[src/hdl/ites_pkg.sv]
// shared types, constants and helpers for the integer token extract and sort core
package ites_pkg;

   // capacity of the value store
   localparam int MAX_COUNT = 32;
   localparam int ADDR_W    = $clog2(MAX_COUNT);
   localparam int CNT_W     = $clog2(MAX_COUNT + 1);

   // field widths
   localparam int VALUE_W    = 32;
   localparam int DIGIT_W    = 4;
   localparam int MASK_W     = 64;
   localparam int CSR_IDX_W  = 2;
   localparam int REQ_DATA_W = 8;
   localparam int RSP_DATA_W = 40;
   localparam int RSP_USER_W = 2;

   // request kinds
   localparam logic KIND_BYTE = 1'b0;
   localparam logic KIND_END  = 1'b1;

   // list tags
   localparam logic TAG_FOUND  = 1'b0;
   localparam logic TAG_SORTED = 1'b1;

   // configuration register indexes
   localparam logic [CSR_IDX_W-1:0] CSR_MASK_0 = 2'd0;
   localparam logic [CSR_IDX_W-1:0] CSR_MASK_1 = 2'd1;
   localparam logic [CSR_IDX_W-1:0] CSR_MASK_2 = 2'd2;
   localparam logic [CSR_IDX_W-1:0] CSR_MASK_3 = 2'd3;

   // character codes
   localparam logic [7:0] CHAR_MINUS = 8'h2D;
   localparam logic [7:0] CHAR_ZERO  = 8'h30;
   localparam logic [7:0] CHAR_NINE  = 8'h39;
   localparam logic [7:0] CHAR_SPACE = 8'h20;
   localparam logic [7:0] CHAR_TAB   = 8'h09;
   localparam logic [7:0] CHAR_CR    = 8'h0D;

   // magnitude cap while accumulating and the positive saturation value
   localparam logic [VALUE_W-1:0] MAG_CAP = 32'h8000_0000;
   localparam logic [VALUE_W-1:0] POS_MAX = 32'h7FFF_FFFF;

   // powers of ten used for the digit count
   localparam int NUM_POW = 9;
   localparam logic [VALUE_W-1:0] DEC_POW [NUM_POW] = '{
      32'd10, 32'd100, 32'd1000, 32'd10000, 32'd100000, 32'd1000000,
      32'd10000000, 32'd100000000, 32'd1000000000
   };

   // one stored value with its digit count
   typedef struct packed {
      logic [DIGIT_W-1:0] digits;
      logic [VALUE_W-1:0] value;
   } entry_type;

   // store writes and run start from the scanner to the sorter
   typedef struct packed {
      logic              we;
      logic [ADDR_W-1:0] addr;
      entry_type         wdata;
      logic              start;
      logic [CNT_W-1:0]  count;
   } scan_req_type;

   // sequencer states
   typedef enum logic [3:0] {
      ST_SCAN,
      ST_NONE,
      ST_EMIT_RD,
      ST_EMIT_OUT,
      ST_LOAD_RD,
      ST_LOAD,
      ST_CMP_RD,
      ST_CMP,
      ST_STORE,
      ST_SORTED_RD,
      ST_SORTED_OUT
   } seq_state_type;

   // decimal digits of a magnitude, zero counts one
   function automatic logic [DIGIT_W-1:0] digits_of_mag(input logic [VALUE_W-1:0] mag);
      logic [DIGIT_W-1:0] cnt;
      cnt = DIGIT_W'(1);
      for (int p = 0; p < NUM_POW; p++) begin
         if (mag >= DEC_POW[p]) cnt = cnt + DIGIT_W'(1);
      end
      return cnt;
   endfunction

endpackage

[src/hdl/integer_token_extract_sort_core.sv]
// top level of the integer token extract and sort core
// Text bytes (req_tuser 0) are taken one per cycle while the sequencer is idle; each
// feeds the scanner's multiply-by-ten accumulate and produces no result. An end-of-text
// item (req_tuser 1) holds req_tready low while a single sequencer walks the 32-entry
// value store through one read port and one digit-count comparator: with values found
// it emits the found-order list, runs the exchange sort and emits the sorted list,
// waiting while rsp_tready is low; a run with no values yields one none-found result.
// The next text byte is accepted while the final result still waits in the
// output register. No clearing pass is needed after reset.
module integer_token_extract_sort_core (
   input  logic                                  clock,
   input  logic                                  reset,
   // configuration
   input  logic                                  csr_wr_en,
   input  logic [ites_pkg::CSR_IDX_W-1:0]        csr_index,
   input  logic [ites_pkg::MASK_W-1:0]           csr_wr_data,
   // text input
   input  logic                                  req_tvalid,
   output logic                                  req_tready,
   input  logic [ites_pkg::REQ_DATA_W-1:0]       req_tdata,   // text_byte
   input  logic                                  req_tuser,   // kind
   // results
   output logic                                  rsp_tvalid,
   input  logic                                  rsp_tready,
   output logic [ites_pkg::RSP_DATA_W-1:0]       rsp_tdata,   // number_value, digit_count, pad
   output logic [ites_pkg::RSP_USER_W-1:0]       rsp_tuser,   // list_tag, none_found
   output logic                                  rsp_tlast    // last
);
   import ites_pkg::*;

   scan_req_type        scan_req;
   logic                seq_idle;
   logic                in_accept;
   logic                rsp_list_tag;
   logic [VALUE_W-1:0]  rsp_value;
   logic [DIGIT_W-1:0]  rsp_digits;
   logic                rsp_none;

   // input transaction
   assign req_tready = seq_idle;
   assign in_accept  = req_tvalid && req_tready;

   // byte scanner
   ites_scan u_scan (
      .clock       (clock),
      .reset       (reset),
      .csr_wr_en   (csr_wr_en),
      .csr_index   (csr_index),
      .csr_wr_data (csr_wr_data),
      .in_accept   (in_accept),
      .in_kind     (req_tuser),
      .in_byte     (req_tdata),
      .scan_req    (scan_req)
   );

   // store, sort sequencer and output register
   ites_sort u_sort (
      .clock        (clock),
      .reset        (reset),
      .scan_req     (scan_req),
      .idle         (seq_idle),
      .rsp_tready   (rsp_tready),
      .rsp_valid    (rsp_tvalid),
      .rsp_list_tag (rsp_list_tag),
      .rsp_value    (rsp_value),
      .rsp_digits   (rsp_digits),
      .rsp_none     (rsp_none),
      .rsp_last     (rsp_tlast)
   );

   // result packing
   assign rsp_tdata = {(RSP_DATA_W-VALUE_W-DIGIT_W)'(0), rsp_digits, rsp_value};
   assign rsp_tuser = {rsp_none, rsp_list_tag};

endmodule

[src/hdl/ites_scan.sv]
// byte scanner: delimiter masks, word tracking, decimal accumulate and value capture
module ites_scan (
   input  logic                                  clock,
   input  logic                                  reset,
   input  logic                                  csr_wr_en,
   input  logic [ites_pkg::CSR_IDX_W-1:0]        csr_index,
   input  logic [ites_pkg::MASK_W-1:0]           csr_wr_data,
   input  logic                                  in_accept,
   input  logic                                  in_kind,
   input  logic [7:0]                            in_byte,
   output ites_pkg::scan_req_type                scan_req
);
   import ites_pkg::*;

   logic [4*MASK_W-1:0] mask_ff;
   logic                in_word_ff, in_word_in;
   logic                neg_ff, neg_in;
   logic                invalid_ff, invalid_in;
   logic                has_digit_ff, has_digit_in;
   logic [VALUE_W-1:0]  mag_ff, mag_in;
   logic [CNT_W-1:0]    count_ff, count_in;

   logic                is_sep;
   logic                is_digit;
   logic [3:0]          digit_val;
   logic [VALUE_W+3:0]  mag_x10;
   logic                close;
   logic                keep;
   logic [VALUE_W-1:0]  close_value;

   // delimiter mask registers
   always_ff @(posedge clock) begin
      if (reset) begin
         mask_ff <= '0;
      end else if (csr_wr_en) begin
         unique case (csr_index)
            CSR_MASK_0: mask_ff[0*MASK_W +: MASK_W] <= csr_wr_data;
            CSR_MASK_1: mask_ff[1*MASK_W +: MASK_W] <= csr_wr_data;
            CSR_MASK_2: mask_ff[2*MASK_W +: MASK_W] <= csr_wr_data;
            CSR_MASK_3: mask_ff[3*MASK_W +: MASK_W] <= csr_wr_data;
            default: ;
         endcase
      end
   end

   // byte classification
   assign is_sep    = (in_byte == CHAR_SPACE) ||
                      ((in_byte >= CHAR_TAB) && (in_byte <= CHAR_CR)) ||
                      mask_ff[in_byte];
   assign is_digit  = (in_byte >= CHAR_ZERO) && (in_byte <= CHAR_NINE);
   assign digit_val = 4'(in_byte - CHAR_ZERO);

   // magnitude times ten plus digit
   assign mag_x10 = {1'b0, mag_ff, 3'b000} + {3'b000, mag_ff, 1'b0} +
                    {(VALUE_W)'(0), digit_val};

   // closing a word on a separator or end of text
   assign close = in_accept && ((in_kind == KIND_END) || is_sep);
   assign keep  = close && in_word_ff && !invalid_ff && has_digit_ff &&
                  (count_ff < CNT_W'(MAX_COUNT));
   assign close_value = neg_ff ? (VALUE_W'(0) - mag_ff) :
                        ((mag_ff >= MAG_CAP) ? POS_MAX : mag_ff);

   // word state next values
   always_comb begin
      in_word_in   = in_word_ff;
      neg_in       = neg_ff;
      invalid_in   = invalid_ff;
      has_digit_in = has_digit_ff;
      mag_in       = mag_ff;
      count_in     = count_ff;
      if (keep) count_in = count_ff + CNT_W'(1);
      if (in_accept) begin
         if (close) begin
            in_word_in   = 1'b0;
            neg_in       = 1'b0;
            invalid_in   = 1'b0;
            has_digit_in = 1'b0;
            mag_in       = '0;
            if (in_kind == KIND_END) count_in = '0;
         end else if (!in_word_ff) begin
            in_word_in = 1'b1;
            if (in_byte == CHAR_MINUS) begin
               neg_in = 1'b1;
            end else if (is_digit) begin
               has_digit_in = 1'b1;
               mag_in       = {(VALUE_W-4)'(0), digit_val};
            end else begin
               invalid_in = 1'b1;
            end
         end else if (is_digit) begin
            mag_in       = (mag_x10 > {4'b0000, MAG_CAP}) ? MAG_CAP : mag_x10[VALUE_W-1:0];
            has_digit_in = 1'b1;
         end else begin
            invalid_in = 1'b1;
         end
      end
   end

   // word state registers
   always_ff @(posedge clock) begin
      if (reset) begin
         in_word_ff   <= 1'b0;
         neg_ff       <= 1'b0;
         invalid_ff   <= 1'b0;
         has_digit_ff <= 1'b0;
         mag_ff       <= '0;
         count_ff     <= '0;
      end else begin
         in_word_ff   <= in_word_in;
         neg_ff       <= neg_in;
         invalid_ff   <= invalid_in;
         has_digit_ff <= has_digit_in;
         mag_ff       <= mag_in;
         count_ff     <= count_in;
      end
   end

   // store write and run start toward the sorter
   always_comb begin
      scan_req.we           = keep;
      scan_req.addr         = count_ff[ADDR_W-1:0];
      scan_req.wdata.value  = close_value;
      scan_req.wdata.digits = digits_of_mag(mag_ff);
      scan_req.start        = in_accept && (in_kind == KIND_END);
      scan_req.count        = count_ff + CNT_W'(keep);
   end

endmodule

[src/hdl/ites_sort.sv]
// value store, exchange sort sequencer with one shared compare, and result register
module ites_sort (
   input  logic                                  clock,
   input  logic                                  reset,
   input  ites_pkg::scan_req_type                scan_req,
   output logic                                  idle,
   input  logic                                  rsp_tready,
   output logic                                  rsp_valid,
   output logic                                  rsp_list_tag,
   output logic [ites_pkg::VALUE_W-1:0]          rsp_value,
   output logic [ites_pkg::DIGIT_W-1:0]          rsp_digits,
   output logic                                  rsp_none,
   output logic                                  rsp_last
);
   import ites_pkg::*;

   seq_state_type      state_ff, state_in;
   logic [CNT_W-1:0]   n_ff, n_in;
   logic [CNT_W-1:0]   k_ff, k_in;
   logic [ADDR_W-1:0]  i_ff, i_in;
   logic [CNT_W-1:0]   j_ff, j_in;
   entry_type          cur_ff, cur_in;

   entry_type          mem_ff [MAX_COUNT];
   entry_type          rdata_ff;
   logic [ADDR_W-1:0]  rd_addr;
   logic               mem_we;
   logic [ADDR_W-1:0]  mem_addr;
   entry_type          mem_wdata;
   logic               sort_we;
   logic [ADDR_W-1:0]  sort_addr;
   entry_type          sort_wdata;

   logic               out_free;
   logic               load_out;
   logic               out_tag_in, out_none_in, out_last_in;
   entry_type          out_entry_in;
   logic               valid_ff;
   logic               tag_ff, none_ff, last_ff;
   entry_type          out_entry_ff;

   assign out_free = !valid_ff || rsp_tready;
   assign idle     = (state_ff == ST_SCAN);

   // sequencer next state and datapath controls
   always_comb begin
      state_in     = state_ff;
      n_in         = n_ff;
      k_in         = k_ff;
      i_in         = i_ff;
      j_in         = j_ff;
      cur_in       = cur_ff;
      rd_addr      = k_ff[ADDR_W-1:0];
      sort_we      = 1'b0;
      sort_addr    = j_ff[ADDR_W-1:0];
      sort_wdata   = cur_ff;
      load_out     = 1'b0;
      out_tag_in   = TAG_FOUND;
      out_none_in  = 1'b0;
      out_last_in  = 1'b0;
      out_entry_in = rdata_ff;
      unique case (state_ff)
         ST_SCAN: begin
            if (scan_req.start) begin
               n_in     = scan_req.count;
               k_in     = '0;
               state_in = (scan_req.count == '0) ? ST_NONE : ST_EMIT_RD;
            end
         end
         ST_NONE: begin
            out_entry_in = '0;
            out_none_in  = 1'b1;
            out_last_in  = 1'b1;
            if (out_free) begin
               load_out = 1'b1;
               state_in = ST_SCAN;
            end
         end
         ST_EMIT_RD: begin
            state_in = ST_EMIT_OUT;
         end
         ST_EMIT_OUT: begin
            if (out_free) begin
               load_out = 1'b1;
               if (k_ff + CNT_W'(1) == n_ff) begin
                  i_in = '0;
                  k_in = '0;
                  state_in = (n_ff == CNT_W'(1)) ? ST_SORTED_RD : ST_LOAD_RD;
               end else begin
                  k_in     = k_ff + CNT_W'(1);
                  state_in = ST_EMIT_RD;
               end
            end
         end
         ST_LOAD_RD: begin
            rd_addr  = i_ff;
            state_in = ST_LOAD;
         end
         ST_LOAD: begin
            rd_addr  = i_ff;
            cur_in   = rdata_ff;
            j_in     = {1'b0, i_ff} + CNT_W'(1);
            state_in = ST_CMP_RD;
         end
         ST_CMP_RD: begin
            rd_addr  = j_ff[ADDR_W-1:0];
            state_in = ST_CMP;
         end
         ST_CMP: begin
            rd_addr = j_ff[ADDR_W-1:0];
            // swap when the held entry has more digits
            if (cur_ff.digits > rdata_ff.digits) begin
               sort_we = 1'b1;
               cur_in  = rdata_ff;
            end
            if (j_ff + CNT_W'(1) == n_ff) begin
               state_in = ST_STORE;
            end else begin
               j_in     = j_ff + CNT_W'(1);
               state_in = ST_CMP_RD;
            end
         end
         ST_STORE: begin
            sort_we   = 1'b1;
            sort_addr = i_ff;
            if ({1'b0, i_ff} + CNT_W'(2) == n_ff) begin
               k_in     = '0;
               state_in = ST_SORTED_RD;
            end else begin
               i_in     = i_ff + ADDR_W'(1);
               state_in = ST_LOAD_RD;
            end
         end
         ST_SORTED_RD: begin
            state_in = ST_SORTED_OUT;
         end
         ST_SORTED_OUT: begin
            out_tag_in  = TAG_SORTED;
            out_last_in = (k_ff + CNT_W'(1) == n_ff);
            if (out_free) begin
               load_out = 1'b1;
               if (k_ff + CNT_W'(1) == n_ff) begin
                  state_in = ST_SCAN;
               end else begin
                  k_in     = k_ff + CNT_W'(1);
                  state_in = ST_SORTED_RD;
               end
            end
         end
         default: state_in = ST_SCAN;
      endcase
   end

   // sequencer registers
   always_ff @(posedge clock) begin
      if (reset) begin
         state_ff <= ST_SCAN;
         n_ff     <= '0;
         k_ff     <= '0;
         i_ff     <= '0;
         j_ff     <= '0;
      end else begin
         state_ff <= state_in;
         n_ff     <= n_in;
         k_ff     <= k_in;
         i_ff     <= i_in;
         j_ff     <= j_in;
      end
   end

   always_ff @(posedge clock) begin
      cur_ff <= cur_in;
   end

   // store write port shared by the scanner and the sort
   assign mem_we    = scan_req.we || sort_we;
   assign mem_addr  = scan_req.we ? scan_req.addr : sort_addr;
   assign mem_wdata = scan_req.we ? scan_req.wdata : sort_wdata;

   // value store with registered read
   always_ff @(posedge clock) begin
      if (mem_we) mem_ff[mem_addr] <= mem_wdata;
      rdata_ff <= mem_ff[rd_addr];
   end

   // result register
   always_ff @(posedge clock) begin
      if (reset) begin
         valid_ff <= 1'b0;
      end else if (load_out) begin
         valid_ff <= 1'b1;
      end else if (rsp_tready) begin
         valid_ff <= 1'b0;
      end
   end

   always_ff @(posedge clock) begin
      if (load_out) begin
         tag_ff       <= out_tag_in;
         none_ff      <= out_none_in;
         last_ff      <= out_last_in;
         out_entry_ff <= out_entry_in;
      end
   end

   assign rsp_valid    = valid_ff;
   assign rsp_list_tag = tag_ff;
   assign rsp_value    = out_entry_ff.value;
   assign rsp_digits   = out_entry_ff.digits;
   assign rsp_none     = none_ff;
   assign rsp_last     = last_ff;

`ifndef SYNTH
   // a pending result is never overwritten
   assert property (@(posedge clock) disable iff (reset)
      (load_out && valid_ff) |-> rsp_tready)
      else $error("result register overwritten");

   // the inner index stays below the run count
   assert property (@(posedge clock) disable iff (reset)
      (state_ff == ST_CMP) |-> (j_ff < n_ff))
      else $error("sort index out of range");

   // scanner writes only while the sequencer waits for text
   assert property (@(posedge clock) disable iff (reset)
      scan_req.we |-> (state_ff == ST_SCAN))
      else $error("store written by scanner during sort");

   // the empty-run result closes the run
   assert property (@(posedge clock) disable iff (reset)
      (valid_ff && none_ff) |-> last_ff)
      else $error("none-found result not last");
`endif

endmodule

[config.mk]
export PLATFORM = sky130hd
export DESIGN_NAME = integer_token_extract_sort_core
export DESIGN_NICKNAME = d
export VERILOG_FILES = /design/src/hdl/ites_pkg.sv /design/src/hdl/integer_token_extract_sort_core.sv /design/src/hdl/ites_scan.sv /design/src/hdl/ites_sort.sv
export SDC_FILE = /design/constraint.sdc
export NUM_CORES = 2
export LEC_CHECK = 0
export ABC_AREA = 1
export ABC_CLOCK_PERIOD_IN_PS = 8000
export BUFFER_PORTS_ARGS = -buffer_cell sky130_fd_sc_hd__buf_4
export CAP_MARGIN = 20
export CORE_MARGIN = 5
export CORE_UTILIZATION = 35
export CTS_CLUSTER_SIZE = 16
export DETAILED_ROUTE_END_ITERATION = 10
export PLACE_DENSITY_LB_ADDON = 0.08
export SLEW_MARGIN = 20
export SYNTH_ARGS = -nofsm -noshare
export SYNTH_HDL_FRONTEND = slang
export SYNTH_SLANG_ARGS = --single-unit
[constraint.sdc]
create_clock -name clock -period 8 [get_ports clock]
set_input_delay 1.6 -clock clock [delete_from_list [all_inputs] [get_ports clock]]
set_output_delay 1.6 -clock clock [all_outputs]
set_load 0.05 [all_outputs]
Word level (Yosys, flattened, before mapping)
Memories as Yosys holds them, arrays and structs flattened. A register that Yosys moved wholly into a read port is not among the register bits.
Cells that the tools add are included.
{"block": "word_totals", "regBits": 401, "mem_bits_rw": 1152, "memories": 1, "inputBits": 80, "out_inout_bits": 45}
{"block": "op_classes", "n_reduce_logical": 41, "n_lt_le_gt_ge": 18, "n_eq_ne": 31, "mux": 76, "addsub": 19}
{"name": "u_sort.mem_ff", "words": 32, "width": 36, "rd": 1, "rd_clocked_by_memory_dff": 1, "wr": 1, "line": "ites_sort.sv:24", "rtl": "entry_type mem_ff [MAX_COUNT];"}
{"op": "$mux 32", "count": 8}
{"op": "$mux 36", "count": 2}
{"op": "$pmux 36 s2", "count": 1}
{"op": "$mux 4", "count": 17}
{"op": "$mux 6", "count": 11}
{"op": "$pmux 4 s11", "count": 1}
{"op": "$add 35x33->36", "count": 1}
{"op": "$add 36x4->36", "count": 1}
{"op": "$gt 36x32->1 const B", "count": 1}
{"op": "$ge 32x10->1 const B", "count": 1}
{"op": "$ge 32x14->1 const B", "count": 1}
{"op": "$ge 32x17->1 const B", "count": 1}
{"op": "$ge 32x20->1 const B", "count": 1}
{"op": "$ge 32x24->1 const B", "count": 1}
{"op": "$ge 32x27->1 const B", "count": 1}
{"op": "$ge 32x30->1 const B", "count": 1}
{"op": "$ge 32x32->1 const B", "count": 1}
{"op": "$ge 32x4->1 const B", "count": 1}
{"op": "$ge 32x7->1 const B", "count": 1}
{"op": "$sub 1x32->32 const A", "count": 1}
{"op": "$add 4x1->4 const B", "count": 7}
{"op": "$mux 5", "count": 5}
{"op": "$pmux 6 s4", "count": 1}
{"op": "$mux 1", "count": 22}
{"op": "45 further kinds", "count": 96}

Logic depth before layout (Yosys ltp)
{"block": "logic_depth", "depth_word": 19, "depth_mapped": 30, "depth_no_buf": 29}

By module
Synthesis repeated with hierarchy kept, for this count alone.
{"block": "unflattened", "hier_cells": 7907, "hier_area_um2": 72519.6}
{"module": "ites_sort", "area_each_um2": 53805.4, "seq_area_each_um2": 38126.6, "instances": 1, "cells_per_inst": 4768}
{"module": "ites_scan", "area_each_um2": 18657.9, "seq_area_each_um2": 5965.7, "instances": 1, "cells_per_inst": 3130}
{"module": "integer_token_extract_sort_core", "area_each_um2": 56.3, "seq_area_each_um2": 0.0, "instances": 1, "cells_per_inst": 9}

Worst setup path before layout
No wires, ideal clock.
{"block": "synth_path", "path_type": "register to register", "from": "register u_scan.mag_ff[24]", "to": "memory u_sort.mem_ff[0][34] (netlist name), data pin", "n_path_buf": 1, "slack_ns": 2.467, "stages_incl_launch_ff": 27, "required_ns": 7.546, "arrival_time_ns": 5.079, "path_cell_list": "dfxtp_1 clkbuf_1 nor2_1 nand2_1 nor2_2 inv_1 nor2_2 nand2_1 nor2_1 fa_1 inv_1 nand3_1 nand2_1 inv_1 ha_1 or2_2 nand3_1 nand2_1 nor2_1 o31ai_1 ha_1 nand2_1 nand2_1 ha_1 nand2_1 xor2_1 o21ai_0"}
{"element": "start, declared", "line": "ites_scan.sv:20", "rtl": "logic [VALUE_W-1:0] mag_ff, mag_in;"}
{"element": "start signal, assigned", "line": "ites_scan.sv:114", "rtl": "mag_ff <= mag_in;"}
{"element": "end, declared", "line": "ites_sort.sv:24"}

==> results by group <==
Synth
  – Synth Area in Compound Gates: 0.135
  – Largest family of logic cells by synthesized area: simple AND/OR/NAND/NOR gates
  – Share of the synthesized area in the top cell type: 0.527
  – Simple logic cell fraction of the synthesized area: 0.162
  – Synth area leaders: edfxtp_1 (53%), nand2_1 (11%), dfxtp_1 (10%)
  – Post-synthesis adder-cell area fraction: 0.0159
  – Top_reg_cell synth: edfxtp_1
  – Post-Syn Area: 0.0699 mm^2
  – Netlist cell types: 55
  – Post-synth top area cell: edfxtp_1
  – Register area share after synthesis: 0.631
  – Mapped Avg Cell Area: between 10 and 15 um^2
  – Multiplexer area fraction after synthesis: 0
  – EDFF count, synth: about 1200
  – Synthesized flop and latch total: 1589
  – Ys Warns: 0
  – XOR/XNOR Fraction of Synth Area: 0.00463
  – Post-Syn Instances: 6949
  – Ys async rst share: 0

Floorplanning
  – # IOs: 125
  – Die H: 457 um
  – Initial Utilization: 0.351
  – Die outline width: 457 um
  – Std cell rows: 164
  – CORE AREA: 0.199 mm^2
  – Die Area: 0.209 mm^2

Global routing
  – Total congestion overflow: 0
  – Total GRT Usage: 0.220
  – First-pass GRT wire length: 348000 um
  – Antenna violations before repair: 8
  – Largest net degree at the start of global routing: 142
  – Number of global-route vias before repair: roughly 50000

Timing
  – Fmax: 0.169 GHz
  – Worst-Margin Slew: 1.19 ns
  – Final Max Slew Viols: 0
  – Tmin final: 5.93 ns
  – Final setup viols: 0
  – Hold Fails Final Rpt: 0
  – Rel. slew slack: 0.200
  – RSZ-0062 raised after global routing: false
  – Period utilization: 0.741
  – Final TNS setup: 0 ns
  – Worst Skew: a little over 0.03 ns

Worst setup path
  – WS Path Type: reg2reg
  – CP startpoint kind: flip-flop
  – Critical path's top delay family: simple AND/OR/NAND/NOR gates
  – Worst Reg-to-Reg Cells: 25
  – CP max-delay cell: o21ai_4
  – R2r startpoint: u_scan.mag_ff[23]
  – Cell count along the critical path: 25
  – R2R Path End: u_sort.mem_ff[27][34]
  – Worst path required time: 8.44 ns
  – Worst path arrival time: 6.37 ns
  – Slowest Stage Delay on Critical Path: 0.84 ns
  – Top cell by count, worst path: nand2_1
  – Critical path peak fanout: 32
  – Crit path buf inv count: 3
  – R2R Setup Slk: 2.07 ns
  – Worst Setup End Kind: flip-flop

Status
  – Outcome: complete, no violations

Clock network
  – TritonCTS clock tree: yes
  – Clk Latency, worst-skew pair: 0.81 ns
  – CTS H-tree depth: 4
  – CTS Sinks: ~1600
  – Post-cts gate resize count: 0
  – CTS clk-pin slew, worst paths: 0.06 ns
  – Num CTS Buffers: 180
  – CTS Buffer Depth: 3
  – Post CTS Setup Buffer Count: 0
  – Root buf cell: clkbuf_16
  – Cts hold-fix bufs: 0

Final layout
  – Design area: 0.0802 mm^2
  – Nets: 7164
  – Filler Cell Count: 19500
  – Layout cells sized above 1: 0.0899
  – Final core occ: 0.403
  – P&R area growth vs syn: 14.8%

Placement
  – Area after DPL: 0.0743 mm^2
  – Port Buffers: 120
  – Dpl hpwl: 152000 um
  – RD Place Congestion: 0.896

Route
  – Initial DRC count: 4279
  – Residual DRC: 0
  – Routed WL: 236000 um
  – Via density: between 5 and 6
  – Total iterations of the first detailed-routing run: 6
  – WL per Instance: 24.1 um
  – Vias: approximately 50000
  – DRT antenna net count: 0

Power and ir drop
  – LEAKAGE: 29.9 nW
  – Worst vdd ir: 206 uV
  – Power per cell area: 224 mW/mm^2

Min path
  – Worst hold endpoint: u_sort.cur_ff[21]
  – Hold path startpoint: u_sort.rdata_ff[21]
  – Hold Crit Class: reg2reg
  – Hold Crit Depth: 0

Run
  – MaxCap Viol Count: 0
cell usage in the layout, fill, tap and decap left out, types with 185 or more instances in the layout:
cell type	count
a21oi_1	589
buf_4	245
clkbuf_16	185
dfxtp_1	362
edfxtp_1	1227
inv_1	464
nand2_1	1990
nand3_1	285
nor2_1	400
o21ai_0	367
metal layers:
metal / vias to the layer above / global-route usage / share of wire
li1: 24300 / - / -
met1: 25700 / 0.308 / 0.46
met2: 1191 / 0.363 / 0.47
met3: 278 / 0.0276 / 0.041
met4: 0 / 0.0560 / 0.023
met5: - / 0 / 0
power by group:
group          leakage, nW  internal, mW  switching (mW)
clock                 2.79          4.74            3.40
sequential            14.0          8.94           0.109
combinational         13.1         0.214           0.577
total                 29.9          13.9            4.09
cell families (layout without fill, tap and decap cells):
kind of cell,after synthesis,after routing
AOI/OAI and AO/OA,1515,1515
xor gates and xnor gates,37,37
adders and majority gates,87,87
buffers and inverters,884,1077
DFF,1589,1589
other,1,6
and+or+nand+nor,2836,2836
metrics by stage:
stage	hold WS (ns)	setup slack (ns)	instances	total power, mW
6_report	0.441	2.07	9803	18.0
5_1_grt	0.461	1.61	9801	18.6
4_1_cts	0.439	2.08	9796	18.2
3_5_place_dp	0.426	1.52	9466	10.0
3_3_place_gp	0.416	1.56	9463	10.0
2_1_floorplan	0.408	2.47	6952	9.64
final cells by class:
class	count	area, um^2	share of cell area
clock buffers	253	5000	0.0624
repair buffers	270	2380	0.0297
flip-flops and latches	1589	44100	0.550
multi-input cells	4479	22900	0.285
diodes	2	5.00	0.0000624
clock inverters	77	754	0.00940
inverters	477	1810	0.0225
well taps	2656	3320	0.0414
state kept, by name, summed over array words and instances, names as in the netlist, 5 cells and up:
register / flops
u_sort.mem_ff: 1152
u_sort.j_ff: 6
u_scan.mag_ff: 32
u_sort.rsp_value: 32
u_sort.i_ff: 5
u_scan.count_ff: 6
u_sort.k_ff: 6
u_scan.mask_ff: 256
u_sort.n_ff: 6
u_sort.rdata_ff: 36
u_sort.cur_ff: 36
Yosys cell counts, drive strengths merged, types with 5 or more instances:
library cell	instances
xor2	29
or2	5
buf	194
o311ai	109
o211ai	48
nor4	13
o22ai	5
o21ai	411
ha	84
clkbuf	213
nor2	445
nor3	29
dfxtp	362
edfxtp	1227
a211oi	6
nand2	1998
nand3	302
nand4	39
a32o	144
o21a	39
a21boi	108
xnor2	8
inv	475
a32oi	36
a21oi	589
worst max-delay path by stage:
stage / end / from
finish: u_sort.mem_ff[27][34] / u_scan.mag_ff[23]
global route: u_sort.mem_ff[27][34] / u_scan.mag_ff[23]
CTS: u_sort.mem_ff[25][34] / u_scan.mag_ff[23]
detailed placement: u_sort.mem_ff[23][26] / req_tdata[0]
global placement: u_sort.mem_ff[23][26] / req_tdata[0]
floorplan: u_sort.mem_ff[0][34] / u_scan.mag_ff[24]
Note: power is estimated with default switching activity, not from simulation.
